--- config.mk ---
export PLATFORM = sky130hd
export DESIGN_NAME = mse_resq
export DESIGN_NICKNAME = d
export VERILOG_FILES = /design/src/sv/mse_pkg.sv /design/src/sv/mse_resq.sv
export SDC_FILE = /design/constraint.sdc
export NUM_CORES = 1
export LEC_CHECK = 0
export BUFFER_PORTS_ARGS = -buffer_cell sky130_fd_sc_hd__buf_2
export CORE_AREA = 2 2 118 120
export DETAILED_ROUTE_END_ITERATION = 8
export DIE_AREA = 0 0 120 122
export PLACE_DENSITY = 0.72
export SYNTH_ARGS = -nofsm -noshare
export SYNTH_HDL_FRONTEND = slang
export SYNTH_SLANG_ARGS = --single-unit
--- constraint.sdc ---
create_clock -name clk_i -period 7 [get_ports clk_i]
set_clock_uncertainty 0.15 [all_clocks]
set_input_delay 0.7 -clock clk_i [delete_from_list [all_inputs] [get_ports clk_i]]
set_output_delay 0.7 -clock clk_i [all_outputs]
set_load 0.01 [all_outputs]
--- src/sv/mse_pkg.sv ---
package mse_pkg;

  localparam int unsigned MSE_MEM_WORDS = 65536;
  localparam logic [16:0] MSE_LIMIT_RST = 17'h10000;

  // Instruction kinds. The encodings match the input opcodes.
  typedef enum logic [3:0] {
    K_NOP  = 4'd0,
    K_ADD  = 4'd1,
    K_SUB  = 4'd2,
    K_MUL  = 4'd3,
    K_SLT  = 4'd4,
    K_ADDI = 4'd5,
    K_BEQ  = 4'd6,
    K_BNE  = 4'd7,
    K_J    = 4'd8,
    K_LW   = 4'd9,
    K_SW   = 4'd10
  } kind_e;

  typedef enum logic [1:0] {
    ST_OK   = 2'd0,
    ST_ZERO = 2'd1,
    ST_ADDR = 2'd2,
    ST_HALT = 2'd3
  } status_e;

  // Classified instruction, front to back.
  typedef struct packed {
    kind_e       kind;
    logic        zero_fault;
    logic [11:0] pc;
    logic [4:0]  dest;
    logic [4:0]  rd1;
    logic [4:0]  rd2;
    logic [31:0] imm1;
    logic [31:0] imm2;
    logic        imm1_sel;
    logic        imm2_sel;
    logic [11:0] target;
  } uop_t;

  typedef struct packed {
    logic [12:0] next_pc;
    status_e     status;
    logic        we;
    logic [4:0]  widx;
    logic [31:0] wval;
    logic [31:0] retired;
  } res_t;

endpackage

--- src/sv/mse_resq.sv ---
module mse_resq import mse_pkg::*; (
  input  logic clk_i,
  input  logic rst_ni,
  input  logic push_i,
  output logic ready_o,
  input  res_t res_i,
  output logic empty_o,
  input  logic pop_i,
  output res_t res_o
);

  res_t       q_mem_q [2];
  logic       wp_q, rp_q;
  logic [1:0] cnt_q;
  logic       push_ok, pop_ok;

  assign ready_o = (cnt_q != 2'd2);
  assign empty_o = (cnt_q == 2'd0);
  assign push_ok = push_i && ready_o;
  assign pop_ok  = pop_i && !empty_o;
  assign res_o   = q_mem_q[rp_q];

  always_ff @(posedge clk_i) begin
    if (push_ok) begin
      q_mem_q[wp_q] <= res_i;
    end
  end

  always_ff @(posedge clk_i or negedge rst_ni) begin
    if (!rst_ni) begin
      wp_q  <= 1'b0;
      rp_q  <= 1'b0;
      cnt_q <= 2'd0;
    end else begin
      if (push_ok) begin
        wp_q <= ~wp_q;
      end
      if (pop_ok) begin
        rp_q <= ~rp_q;
      end
      cnt_q <= cnt_q + 2'(push_ok) - 2'(pop_ok);
    end
  end

endmodule

Word level (Yosys, flattened, before mapping). Memory sizes are Yosys's and may differ from the RTL's. Index checks and enable logic that the tools add are counted.

Bits in registers: 4. Latch bits: 0. RAM bits: 170. Bits in read-only memories: 0. Bits of input ports: 89. Output and inout bits: 87. Memories kept: 1.

Memories: q_mem_q (words 2, bits a word 85, read ports 1, clocked after Yosys merged registers in 0, wr ports 1, line mse_resq.sv:12) `res_t q_mem_q [2];`.

Add/sub/neg operators: 2. Multipliers: 0. Div/mod/pow operators: 0. Order comparisons: 0. Equality and inequality tests: 1. Shift operators: 0. Multiplexer cells: 2. Bitwise operators: 2. Reduce and logical (&&, ||, !) cells: 4.

Operator list (number): adder 2 x 1 -> 2 bit (1); logical AND 1 bit (2); zero test 2 bit (1); two-way mux 1 bit (2); != test 2 bit (second input constant) (1); NOT 1 bit (2); subtractor 2 x 1 -> 2 bit (1); zero test 1 bit (1).

Longest topological paths before layout.
Depth after elaboration: 4. Mapped depth: 7.

Worst setup path after synthesis. OpenSTA, ideal clock, no wires.

Path type: input to register. Start: in push_i. End: mem q_mem_q[0][0] in the netlist's numbering, enable pin. Library setup time: 0.529 ns. Data arrival time: 4.339 ns. Required time: 6.321 ns. Path slack: 1.982 ns. Stages on the path: 2. Path buffers: 0. Cell sequence: nand2_1 nor2_1.

Longest elaborated chain between the ends: 3.

RTL lines: start, declared (line mse_resq.sv:4) `input logic push_i,`; logical AND 1 bit (line mse_resq.sv:19) `assign push_ok = push_i && ready_o;`; two-way mux 1 bit (line mse_resq.sv:24) `if (push_ok) begin`; two-way mux 1 bit (implied by the code) (line mse_resq.sv:25) `q_mem_q[wp_q] <= res_i;`; end, declared (line mse_resq.sv:12).

Every way passes these cells.

==> results by group <==
CTS
  • Post-CTS Resized: 0
  • Clock transition at path regs: about 0.070 ns
  • Clk buf depth: 2
  • Clk root buf: clkbuf_16
  • CTS tree: done
  • TritonCTS Buffers: 17
  • Clock H-tree levels: 4
  • Clk_lat worst skew: 0.42 ns
  • Setup Buffers After CTS: 0
  • CTS Sinks: 174
  • Hold buffers post-CTS: 1

Die
  • Core Rows: 43
  • Full die area: 14600 um2
  • I/O pin total: 176
  • Chip Height: 122 um
  • Width of the chip: roughly 120 um
  • Initial core utilization: 0.484
  • Core area: 13500 um2

Timing
  • Fmax: 295 MHz
  • Final Hold Vio Count: 0
  • Ratio of final minimum period to clock period: 0.484
  • Fin. max-slew vios: 0
  • RSZ-0062 raised after global routing: false
  • Setup violators final: 0
  • Minimum hold slack: 0.319 ns
  • Minimum clock period: 3.39 ns
  • Headroom to the max-slew limit: 0.238
  • TNS Setup: 0 ns
  • Worst-Margin Slew: between 1 and 1.5 ns

Worst setup path
  • R2R Path End: q_mem_q[1][17]$_DFFE_PP_
  • Critical path endpoint category: output port
  • Crit path from: rp_q$_DFFE_PN0P_
  • CP max stage delay: 0.75 ns
  • Reg2reg path depth: 3
  • Setup crit end: res_o[16]
  • Critical Path Stages: 3
  • Arr. time, crit path: 2.54 ns
  • Worst Path Buf+Inv: 2
  • Worst Setup Path Type: reg -> out
  • CP max stage cell: buf_4
  • Reg-to-Reg Start: cnt_q[0]$_DFF_PN0_
  • Crit-path max FO: 51
  • CP required: 6.15 ns
  • Startpoint types: flip-flop
  • Top delay family on crit path: buffers and inverters
  • Reg-to-reg slack, setup: 4.75 ns
  • Cell Chain, Critical Path: buf_4 -> mux2_2 -> buf_2

Pwr
  • Total power: about 3.4 mW
  • Pwr/cell area: 420 nW/um2
  • Combinational Power Share: 0.289
  • Peak supply drop: 0.243 mV
  • Leakage: 3.16 nW
  • Sw Ratio: 0.282
  • P_int: ~2.4 mW
  • Part of the power in the clock network: 0.264
  • Reg power frac: 0.447
  • Switching pwr: ~960 uW

Detailed routing
  • Wirelength, routed: between 10 and 15 mm
  • Routed vias/inst: 4.81
  • Post-route ant nets: 0
  • DRT iter0 DRCs: 177
  • Detailed Routing Iterations Pass 1: 4
  • Avg WL per Cell: roughly 16 um
  • Remaining DRCs: 0
  • Routed vias: approximately 3200

Placed design
  • I/O Buffers: 175
  • RePlAce Congestion: 0.720
  • Inst Count DP: 630
  • DP Wirelength: between 6 and 7 mm

Synthesis
  • Post-synth cell types: 17
  • Post-synth ARST share: 0.0230
  • Synthesis-stage register bit count: roughly 170
  • EDFF count, synth: 170
  • Largest area contributor in the netlist: edfxtp_1
  • Syn Nets: between 300 and 400
  • Post-Syn Area: 6530 um2
  • Yosys top cell area share: 0.781
  • Synthesized area per cell: 23.2 um2
  • Area contributors post-synth: edfxtp_1 (78%), mux2_4 (9.2%), mux2_2 (7.8%)
  • Post-synthesis sequential area ratio: 0.797
  • Synth warn: 0
  • Post-Synthesis Cells: ~280
  • Top FF cell, synth: edfxtp_1

Global route
  • Largest net degree at the start of global routing: 86
  • Initial antenna violation count: 0
  • First-pass GRT wire length: about 16 mm
  • Vias in the first global route: 3255
  • GRT Overall Usage: 0.151
  • GRT overflow: 0

Layout
  • Post-Layout Cell Count: 663
  • Synth-to-Final Area Change: 24.4%
  • Ant diodes: 0
  • Most frequent cells in the layout: buf_2 (175), edfxtp_1 (170), mux2_2 (45)
  • Final net count: roughly 560
  • Fill cells: 1009
  • Post-Route Utilization: 0.602
  • Most common cell after layout, fill and taps aside: buf_2
  • Share of cells above drive strength 1: 0.613

Status
  • Status: complete, no violations

Run
  • # Max-Cap Violations: 0

Worst hold path
  • Min-delay worst type: in -> reg
[cell type report]
cell class / count / area (um2) / area share
multi-input combinational: 97 / 1210 / 0.149
sequential: 174 / 5210 / 0.641
clock buffer: 19 / 433 / 0.0533
timing repair buffer: 179 / 908 / 0.112
inverter: 1 / 3.75 / 0.000462
clock inverter: 13 / 138 / 0.0169
tap: 180 / 225 / 0.0277
[synthesized netlist by cell type (2+ instances only)]
library cell,instances
dfrtp_1,4
buf_2,4
nor2_1,2
mux2_4,40
mux2_2,45
ha_1,2
xnor2_1,3
edfxtp_1,170
buf_12,4
[metal layers]
layer  GRT usage  share of wire  vias to the layer above
met5           0              0                        -
met4      0.0684          0.016                        0
met3      0.0520          0.071                       13
met2       0.242           0.48                      117
met1       0.186           0.43                     1567
li1            -              -                     1495
[sequential cells by signal (all words and copies together), names as in the netlist]
signal / flops
q_mem_q: 170
rp_q: 1
cnt_q: 2
wp_q: 1
[cell families (layout without fill, tap and decap cells)]
logic type                 Yosys count  count (layout)  synth area share
and+or+nand+nor                      6               6           0.00460
DFF                                174             174             0.797
buffers and inverters               11             212            0.0199
adders and majority gates            2               2           0.00383
muxes                               85              85             0.170
xor gates and xnor gates             4               4           0.00536
[worst min-delay path by stage]
| stage | startpoint | to | slack, ns | cells after the start |
|---|---|---|---|---|
| floorplan | rst_ni | cnt_q[0]$_DFF_PN0_ | 0.25 | 0 |
| global placement | rst_ni | wp_q$_DFFE_PN0N_ | 0.36 | 1 |
| detailed placement | rst_ni | cnt_q[0]$_DFF_PN0_ | 0.36 | 1 |
| CTS | res_i[65] | q_mem_q[1][65]$_DFFE_PP_ | 0.29 | 1 |
| global route | res_i[7] | q_mem_q[1][7]$_DFFE_PP_ | 0.30 | 1 |
| finish | res_i[81] | q_mem_q[0][81]$_DFFE_PP_ | 0.32 | 1 |
[power by group through the flow]
stage / sequential, mW / combinational (mW) / clock [mW]
2_1_floorplan: 1.51 / 0.757 / 0
3_3_place_gp: 1.54 / 0.996 / 0
3_5_place_dp: 1.55 / 1.00 / 0
4_1_cts: 1.53 / 1.01 / 0.924
5_1_grt: 1.55 / 1.07 / 0.961
6_report: 1.53 / 0.986 / 0.901
[stage by stage]
stage	area [um2]	worst slack (ns)
2_1_floorplan	6530	1.98
3_3_place_gp	7550	4.03
3_5_place_dp	7550	4.02
4_1_cts	8130	3.56
5_1_grt	8130	3.47
6_report	8130	3.61
Power figures use the tool's default switching activity.
