### src/sv/mse_pkg.sv
package mse_pkg;

  localparam int unsigned MSE_MEM_WORDS = 65536;
  localparam logic [16:0] MSE_LIMIT_RST = 17'h10000;

  // Instruction kinds. The encodings match the input opcodes.
  typedef enum logic [3:0] {
    K_NOP  = 4'd0,
    K_ADD  = 4'd1,
    K_SUB  = 4'd2,
    K_MUL  = 4'd3,
    K_SLT  = 4'd4,
    K_ADDI = 4'd5,
    K_BEQ  = 4'd6,
    K_BNE  = 4'd7,
    K_J    = 4'd8,
    K_LW   = 4'd9,
    K_SW   = 4'd10
  } kind_e;

  typedef enum logic [1:0] {
    ST_OK   = 2'd0,
    ST_ZERO = 2'd1,
    ST_ADDR = 2'd2,
    ST_HALT = 2'd3
  } status_e;

  // Classified instruction, front to back.
  typedef struct packed {
    kind_e       kind;
    logic        zero_fault;
    logic [11:0] pc;
    logic [4:0]  dest;
    logic [4:0]  rd1;
    logic [4:0]  rd2;
    logic [31:0] imm1;
    logic [31:0] imm2;
    logic        imm1_sel;
    logic        imm2_sel;
    logic [11:0] target;
  } uop_t;

  typedef struct packed {
    logic [12:0] next_pc;
    status_e     status;
    logic        we;
    logic [4:0]  widx;
    logic [31:0] wval;
    logic [31:0] retired;
  } res_t;

endpackage

### src/sv/mse_front.sv
module mse_front import mse_pkg::*; (
  input  logic               clk_i,
  input  logic               rst_ni,
  input  logic               push_i,
  output logic               full_o,
  input  logic [3:0]         op_i,
  input  logic [11:0]        pc_i,
  input  logic [4:0]         dest_reg_i,
  input  logic [4:0]         src1_reg_i,
  input  logic [4:0]         src2_reg_i,
  input  logic signed [31:0] src1_imm_i,
  input  logic signed [31:0] src2_imm_i,
  input  logic               src1_is_imm_i,
  input  logic               src2_is_imm_i,
  input  logic [11:0]        jump_target_i,
  input  logic               busy_i,
  output logic               q_valid_o,
  output uop_t               q_uop_o,
  input  logic               q_pop_i
);

  uop_t        uop;
  logic        writes;
  logic        push_ok;
  uop_t        q_mem_q [2];
  logic        wp_q, rp_q;
  logic [1:0]  cnt_q;

  always_comb begin
    uop = '0;
    if (op_i <= 4'(K_SW)) begin
      uop.kind = kind_e'(op_i);
    end else begin
      uop.kind = K_NOP;
    end
    writes = (uop.kind == K_ADD) || (uop.kind == K_SUB) || (uop.kind == K_MUL) ||
             (uop.kind == K_SLT) || (uop.kind == K_ADDI) || (uop.kind == K_LW);
    uop.zero_fault = writes && (dest_reg_i == 5'd0);
    uop.pc         = pc_i;
    uop.dest       = dest_reg_i;
    uop.rd1        = src1_reg_i;
    // sw reads the stored register on the second port
    uop.rd2        = (uop.kind == K_SW) ? dest_reg_i : src2_reg_i;
    uop.imm1       = src1_imm_i;
    uop.imm2       = src2_imm_i;
    uop.imm1_sel   = src1_is_imm_i;
    uop.imm2_sel   = src2_is_imm_i;
    uop.target     = jump_target_i;
  end

  assign full_o    = busy_i || (cnt_q == 2'd2);
  assign push_ok   = push_i && !full_o;
  assign q_valid_o = (cnt_q != 2'd0);
  assign q_uop_o   = q_mem_q[rp_q];

  always_ff @(posedge clk_i) begin
    if (push_ok) begin
      q_mem_q[wp_q] <= uop;
    end
  end

  always_ff @(posedge clk_i or negedge rst_ni) begin
    if (!rst_ni) begin
      wp_q  <= 1'b0;
      rp_q  <= 1'b0;
      cnt_q <= 2'd0;
    end else begin
      if (push_ok) begin
        wp_q <= ~wp_q;
      end
      if (q_pop_i) begin
        rp_q <= ~rp_q;
      end
      cnt_q <= cnt_q + 2'(push_ok) - 2'(q_pop_i);
    end
  end

endmodule

### config.mk
export PLATFORM = sky130hd
export DESIGN_NAME = mse_front
export DESIGN_NICKNAME = d
export VERILOG_FILES = /design/src/sv/mse_pkg.sv /design/src/sv/mse_front.sv
export SDC_FILE = /design/constraint.sdc
export NUM_CORES = 1
export LEC_CHECK = 0
export ABC_AREA = 1
export BUFFER_PORTS_ARGS = -buffer_cell sky130_fd_sc_hd__buf_4
export CAP_MARGIN = 10
export CORE_MARGIN = 2
export CORE_UTILIZATION = 47
export DETAILED_ROUTE_END_ITERATION = 10
export GPL_ROUTABILITY_DRIVEN = 0
export PLACE_DENSITY = 0.79
export SETUP_SLACK_MARGIN = 0.5
export SLEW_MARGIN = 30
export SYNTH_ARGS = -nofsm -noshare
export SYNTH_HDL_FRONTEND = slang
export SYNTH_SLANG_ARGS = --single-unit
### constraint.sdc
create_clock -name clk_i -period 6 [get_ports clk_i]
set_clock_uncertainty 0.05 [all_clocks]
set_input_delay 0.3 -clock clk_i [delete_from_list [all_inputs] [get_ports clk_i]]
set_output_delay 0.3 -clock clk_i [all_outputs]
set_load 0.02 [all_outputs]
== Word-level counts from Yosys, hierarchy flattened ==
Memories as Yosys holds them, arrays and structs flattened.
Cells that the tools add are included.
Widths: inputs -> output; s select.

* Add/sub/neg operators: 2
* Multipliers: 0
* Divide/modulo/power cells: 0
* $lt $le $gt $ge: 1
* Equal/unequal tests: 8
* Shift-type cells: 0
* Mux-type cells: 4
* Bitwise operators: 2
* Reductions and logical operators: 11

{| class="wikitable"
|+ Operators by type and width
! cell !! count
|-
| $eq 4x2->1 const B || 2
|-
| $eq 4x3->1 const B || 2
|-
| $eq 4x4->1 const B || 2
|-
| $logic_or 1x1->1 || 6
|-
| $logic_not 5->1 || 1
|-
| $mux 5 || 1
|-
| $eq 4x1->1 const B || 1
|-
| $le 4x4->1 const B || 1
|-
| $mux 4 || 1
|-
| $add 2x1->2 || 1
|-
| $eq 2x2->1 const B || 1
|-
| $logic_and 1x1->1 || 2
|-
| $mux 1 || 2
|-
| $not 1->1 || 2
|-
| $reduce_bool 2->1 || 1
|-
| $sub 2x1->2 || 1
|-
| $logic_not 1->1 || 1
|}

* Register bits: 4
* Bits in latches: 0
* RAM bits: 220
* ROM bits: 0
* Output and inout port bits: 112
* Word-level logic and storage cells: 32
* Memories kept: 1

{| class="wikitable"
|+ Memories
! name !! words !! bits a word !! rd ports !! clocked after Yosys merged registers in !! write ports !! RTL line !! text
|-
| q_mem_q || 2 || 110 || 1 || 0 || 1 || mse_front.sv:25 || <nowiki>uop_t q_mem_q [2];</nowiki>
|}

== Depth between registers and ports, before layout ==
Gate-level depths: netlist (run 1).

* Depth after elaboration: 9
* Depth in mapped cells: 8
* Gate-level depth less buffers: 8

== Worst setup path before layout (run 1) ==
No wires, ideal clock.

* Path kind: reg-to-reg
* Start point: reg cnt_q[1]
* End point: mem q_mem_q[1][0] (netlist bit), enable pin
* Library setup time: 0.580 ns
* Data arrival time: 5.196 ns
* Slack: 0.174 ns
* Stages on the path, launching flop included: 4
* Period minus slack after synthesis: 5.826 ns
* Cell sequence: dfrtp_1 -> nand2_1 -> nand3_1 -> nor2_1

* Word-level cells in the longest chain between the ends: 6

{| class="wikitable"
|+ RTL lines
! element !! RTL line !! text
|-
| start: declaration || mse_front.sv:27 || <nowiki>logic [1:0] cnt_q;</nowiki>
|-
| start signal: assignment || mse_front.sv:74 || <nowiki>cnt_q <= cnt_q + 2'(push_ok) - 2'(q_pop_i);</nowiki>
|-
| $eq 2x2->1 || mse_front.sv:51 || <nowiki>assign full_o = busy_i || (cnt_q == 2'd2);</nowiki>
|-
| $logic_or 1x1->1 || mse_front.sv:51 ||
|-
| $logic_not 1->1 || mse_front.sv:52 || <nowiki>assign push_ok = push_i && !full_o;</nowiki>
|-
| $logic_and 1x1->1 || mse_front.sv:52 ||
|-
| $mux 1 || mse_front.sv:57 || <nowiki>if (push_ok) begin</nowiki>
|-
| $mux 1 (not written as such) || mse_front.sv:58 || <nowiki>q_mem_q[wp_q] <= uop;</nowiki>
|-
| end: declaration || mse_front.sv:25 ||
|}

No other way between the ends.

==> results of run 1 <==
[worst max-delay path: stages, from the launching register on]
cell and delay [ns]:
dfrtp_4 0.89, buf_4 0.71, mux2_2 0.43, buf_4 0.16
[state kept, by name (all words and copies together), names as in the netlist]
name and cells:
q_mem_q 220, rp_q 1, cnt_q 2, wp_q 1
[how the worst max path moves through the flow]
stage,from,to,slack [ns],cells past startpoint
finish,rp_q,q_uop_o[83],2.83,3
CTS,rp_q,q_uop_o[55],2.82,3
floorplan,cnt_q[1],q_mem_q[1][0],2.02,3
global route,rp_q,q_uop_o[83],2.70,3
global placement,rp_q,q_uop_o[15],3.39,3
detailed placement,rp_q,q_uop_o[15],3.35,3
[cells by family (layout without fill, tap and decap cells)]
group           Yosys count  count (layout)
flops                   224             224
fa+ha+maj                 2               2
mux                     110             110
compound gates            6               6
xor+xnor                  3               3
buf+inv                  28             386
simple gates             31              31
[power breakdown]
part           switching (W)  leakage, nW  internal, W
sequential          0.000115         2.06      0.00195
combinational       0.000816         2.15     0.000752
clock               0.000541        0.330     0.000743
[routing by layer]
metal	vias to the layer above	share of wire (%)
met1	2343	38
met5	-	0
met3	30	7.9
li1	2245	-
met4	0	2.0
met2	172	52
[through the flow]
| step | power [W] | instance area (µm²) | hold WS [ns] | std cells | utilization [%] |
|---|---|---|---|---|---|
| 6_report | 0.00491 | 11900 | 0.0768 | 987 | 69.0 |
| 5_1_grt | 0.00512 | 11900 | 0.0831 | 987 | 69.0 |
| 4_1_cts | 0.00495 | 11900 | 0.0592 | 987 | 69.0 |
| 3_5_place_dp | 0.00360 | 10200 | 0.0504 | 846 | 59.1 |
| 3_3_place_gp | 0.00356 | 10200 | 0.0486 | 846 | 59.1 |
| 2_1_floorplan | 0.00305 | 8340 | -0.0456 | 404 | - |
[cells in the mapped netlist]
master      n
buf_2       2
or2_2       1
nor2_1      9
xor2_1      2
buf_6      10
nand2_1    15
xnor2_1     1
nand4_1     1
nand3_1     4
ha_1        2
o21ai_0     5
dfrtp_1     4
a21oi_1     1
nor3_1      1
inv_1      16
edfxtp_1  220
mux2_2    110
[cell type report]
type	count	area, µm²	area share, %
Clock buffer	28	594	4.98
Clock inverter	11	82.6	0.692
Inverter	16	62.6	0.525
Multi-Input combinational cell	152	1460	12.2
Sequential cell	224	6710	56.3
Tap cell	225	282	2.36
Timing Repair Buffer	331	2740	23.0
==> results.ini, run 1 <==
[logic_synthesis]
synth_compound_area_share_pct = 0.360
yosys.area.top_type_share_pct = 79.2
yosys.area_share.simple_pct = 1.53
synth_top_family_by_area = multiplexers
synth_fa_ha_area_share_pct = 0.300
yosys_warnings = 0
ys_types = 17
synthMuxAreaShare_pct = 14.9
avgSynthCellArea_um2 = 20.6
synthesis.nets = 520
syn_area_mm2 = 0.00834
synth-seq-area-share_pct = 80.4
ys_ff_latch = 224
ys_top_cells_by_area = edfxtp_1 (79%), mux2_2 (15%), buf_6 (1.4%), dfrtp_1 (1.2%), inv_1 (0.72%)
syn_inst = 404
synth_xor_area_share_pct = 0.315
synth_top_cell_by_area = edfxtp_1

[grt]
gr-total-overflow = 0
grtUsageMet2_pct = 32.7
met3_usage_pct = 5.81
grt.busiest_layer = met2
grt_max_degree = 59
grt_use_met1_pct = 21.7
grt_pass1_wl_um = 26600
antenna_found_initial = 0
grt_pass1_vias = 5142
grt_usage_pct = 18.4

[timing]
fin_crit_ns = 3.17
hold_viol = 0
fin_setup_tns_ns = 0
rsz0062_at_grt = no
period_share_pct = 52.8
slew_viol_final = 0
setup_slack_ns = 2.83
setup_viol = 0
worstMarginPinSlew_ns = 0.799
fmax_mhz = 316
slew_headroom_pct = 46.8

[worst_setup_path]
crit_path_end_kind = primary output
reg2reg_depth = 4
r2r_slack_ns = 3.44
r2r-start = cnt_q[1]
crit_arrival_ns = 2.82
crit_fanout = 58
cp.required_ns = 5.65
r2r_end = q_mem_q[0][26]
start_kind = register
crit_type = reg2out

[run_status]
status = complete, no violations

[job]
drv_cap = 0

[layout]
final_common_cell = buf_4
nets = 863
mostFrequentLayoutCells = buf_4 (229), edfxtp_1 (220), mux2_2 (110)
diodes = 0
nFillCells = 1103
area_delta_synth_final_pct = 43.1
drive_above_1_share_pct = 49.2

[clock_tree]
clk_path_buf_depth = 3
postCtsSetupBuffers = 0
cts-root-buf = clkbuf_16
clkSlewWorstSetupHoldPaths_ns = 0.06
clk_latency_ns = 0.49
clkSinkCount = 224
cts_resized = 0
cts_inserted_buffers = 22
cts_tree = yes
htree_levels = 1
cts_hold_buffers = 102

[route]
wirelength_um = 17700
wire_per_inst_um = 18.0
initialDrtViolationCount = 318
ant_nets = 0
viasPerCell = 4.85
first_pass_iters = 4
drc = 0
num_vias = 4790

[floorplanning]
core-area_mm2 = 0.0173
rows = 48
fp.dieH_um = 137
die_w_um = 137
pin_count = 226
dieArea_mm2 = 0.0188
initial_core_util_pct = 48.2

[hold_path]
hp-class = in2reg
hold_path_depth = 3
hold_path.startpoint = src2_reg_i[1]
holdPathEnd = q_mem_q[0][79]

[placed_design]
post-dp-hpwl_um = 10500
port_buffers = 225
pre_cts_ws_ns = 3.35

[power_and_ir_drop]
max-vdd-ir-drop_mv = 0.326
powerDensity_mw_per_mm2 = 412
p_leak_nw = 4.54

Note: power is estimated with default switching activity, not from simulation.
==> inputs of run 2 (changes only) <==
Clock period 6 ns to 2.74 ns, I/O delays scaled along.
==> run 2 against run 1 <==
Effect of this change:
- final cell count increased by 1.2%
- worst hold slack worse by 0.040 ns
- non-clock buffer count up 13
- sequential cell count did not move
- via count grew 2.5%
- sequential share of layout area down 0.78 points
- worst setup slack worse by 2.1 ns
- core utilization grew 0.97 points
- critical path type unchanged
- register-to-register slack got worse by 2.6 ns
==> results.ini, run 2 (synthesis results as in run 1) <==
[worst_setup_path]
crit_arrival_ns = 1.86
start_kind = register
crit_path_end_kind = primary output
crit_type = reg2out
crit_fanout = 56
cp.required_ns = 2.55

[route]
wire_per_inst_um = 18.6
num_vias = 4911
initialDrtViolationCount = 273
viasPerCell = 4.92
wirelength_um = 18600
ant_nets = 0
drc = 0
first_pass_iters = 4

[timing]
fin_setup_tns_ns = 0
rsz0062_at_grt = no
fmax_mhz = 489
fin_crit_ns = 2.04
slew_viol_final = 0
setup_slack_ns = 0.695
slew_headroom_pct = 48.5
worstMarginPinSlew_ns = 0.773
setup_viol = 0
period_share_pct = 74.6
whs_ns = 0.0371
hold_viol = 0

[clock_tree]
clk_latency_ns = 0.49
clk_path_buf_depth = 3
clkSinkCount = 224
cts_tree = yes
clkSlewWorstSetupHoldPaths_ns = 0.06
cts-root-buf = clkbuf_16
htree_levels = 1
cts_inserted_buffers = 23

[layout]
multi_input_area_mm2 = 0.00146
nFillCells = 1066
largestRegisters = q_mem_q (220), cnt_q (2)
largest_register_ffs = 220
area_delta_synth_final_pct = 45.1
fin_util_pct = 69.9
regMostFlops = q_mem_q
seq_area_mm2 = 0.00671
final_common_cell = buf_4
diodes = 0
mostFrequentLayoutCells = buf_4 (228), edfxtp_1 (220), dlygate4sd3_1 (113)
nets = 877
drive_above_1_share_pct = 48.3

[power_and_ir_drop]
max-vdd-ir-drop_mv = 0.932
p_leak_nw = 4.60
pwr-share-seq_pct = 40.3
netSwitchingFraction_pct = 30.0
powerDensity_mw_per_mm2 = 900
clkPwrFrac_pct = 25.6
comb_power_share_pct = 34.1
p_sw_w = 0.00326
internal_power_w = 0.00762

[grt]
grt_usage_pct = 18.3
grt.busiest_layer = met2
grtUsageMet2_pct = 35.0
grt_use_met1_pct = 20.6
grt_pass1_vias = 5205
antenna_found_initial = 0
grt_max_degree = 112
met3_usage_pct = 3.68
grt_pass1_wl_um = 26200
gr-total-overflow = 0

[placed_design]
pre_cts_ws_ns = 0.825
post-dp-hpwl_um = 10100
port_buffers = 225

[floorplanning]
pin_count = 226
dieArea_mm2 = 0.0188
die_w_um = 137
core-area_mm2 = 0.0173
initial_core_util_pct = 48.2
rows = 48
fp.dieH_um = 137

[job]
drv_cap = 0

[run_status]
status = complete, no violations

[hold_path]
hp-class = in2reg

==> run 2: cell types whose count changed in the layout (fill, tap and decap cells not counted), moves of 2 or more <==
cell and delta:
clkbuf_1 +3, dlygate4sd3_1 +11, clkinv_1 +2, clkinv_2 -4
==> run 2: worst max-delay path, cell delays in order, from the launching register on <==
cell and delay (ns):
dfrtp_4 0.46, buf_16 0.30, mux2_2 0.41, buf_4 0.17
==> run 2: layer usage <==
| metal | vias to the layer above | share of wire [%] |
|---|---|---|
| met4 | 0 | 1.6 |
| met5 | - | 0 |
| li1 | 2270 | - |
| met3 | 23 | 5.8 |
| met1 | 2430 | 38 |
| met2 | 188 | 54 |
==> run 2: cell type report <==
class,count,area share (%)
well taps,225,2.33
repair buffers,344,24.1
clock buffers,31,5.01
flip-flops and latches,224,55.5
inverters,16,0.528
clock inverters,7,0.455
multi-input cells,152,12.1
==> run 2: power by group through the flow <==
stage | combinational, W | sequential, W | clock, W
after CTS | 0.00364 | 0.00436 | 0.00283
after floorplan | 0.00226 | 0.00441 | 0
after detailed placement | 0.00348 | 0.00444 | 0
final | 0.00371 | 0.00438 | 0.00279
after global routing | 0.00391 | 0.00441 | 0.00299
after global placement | 0.00344 | 0.00440 | 0
==> run 2: stage by stage <==
step | cell area [µm²] | total power (W) | instances
global placement | 10300 | 0.00784 | 847
floorplan | 8360 | 0.00667 | 404
global route | 12100 | 0.0113 | 999
finish | 12100 | 0.0109 | 999
detailed placement | 10300 | 0.00792 | 847
CTS | 12100 | 0.0108 | 998
==> run 2: timing repair <==
action | in CTS | in global routing
resized for setup | 0 | 1
endpoints found under the hold margin | 222 | 0
setup buffers | 0 | 0
hold buffers | 113 | 0
endpoints found under the setup margin | 0 | 69
==> run 2: final timing paths <==
check	startpoint	endpoint	slack, ns	cells after the start
max	rp_q	q_uop_o[18]	0.70	3
min	op_i[3]	q_mem_q[0][109]	0.04	3
max reg2reg	cnt_q[1]	q_mem_q[0][46]	0.80	4
min reg2reg	wp_q	wp_q	0.42	2
max in group asynchronous	rst_ni	rp_q	1.94	3
min in group asynchronous	rst_ni	cnt_q[0]	0.51	3
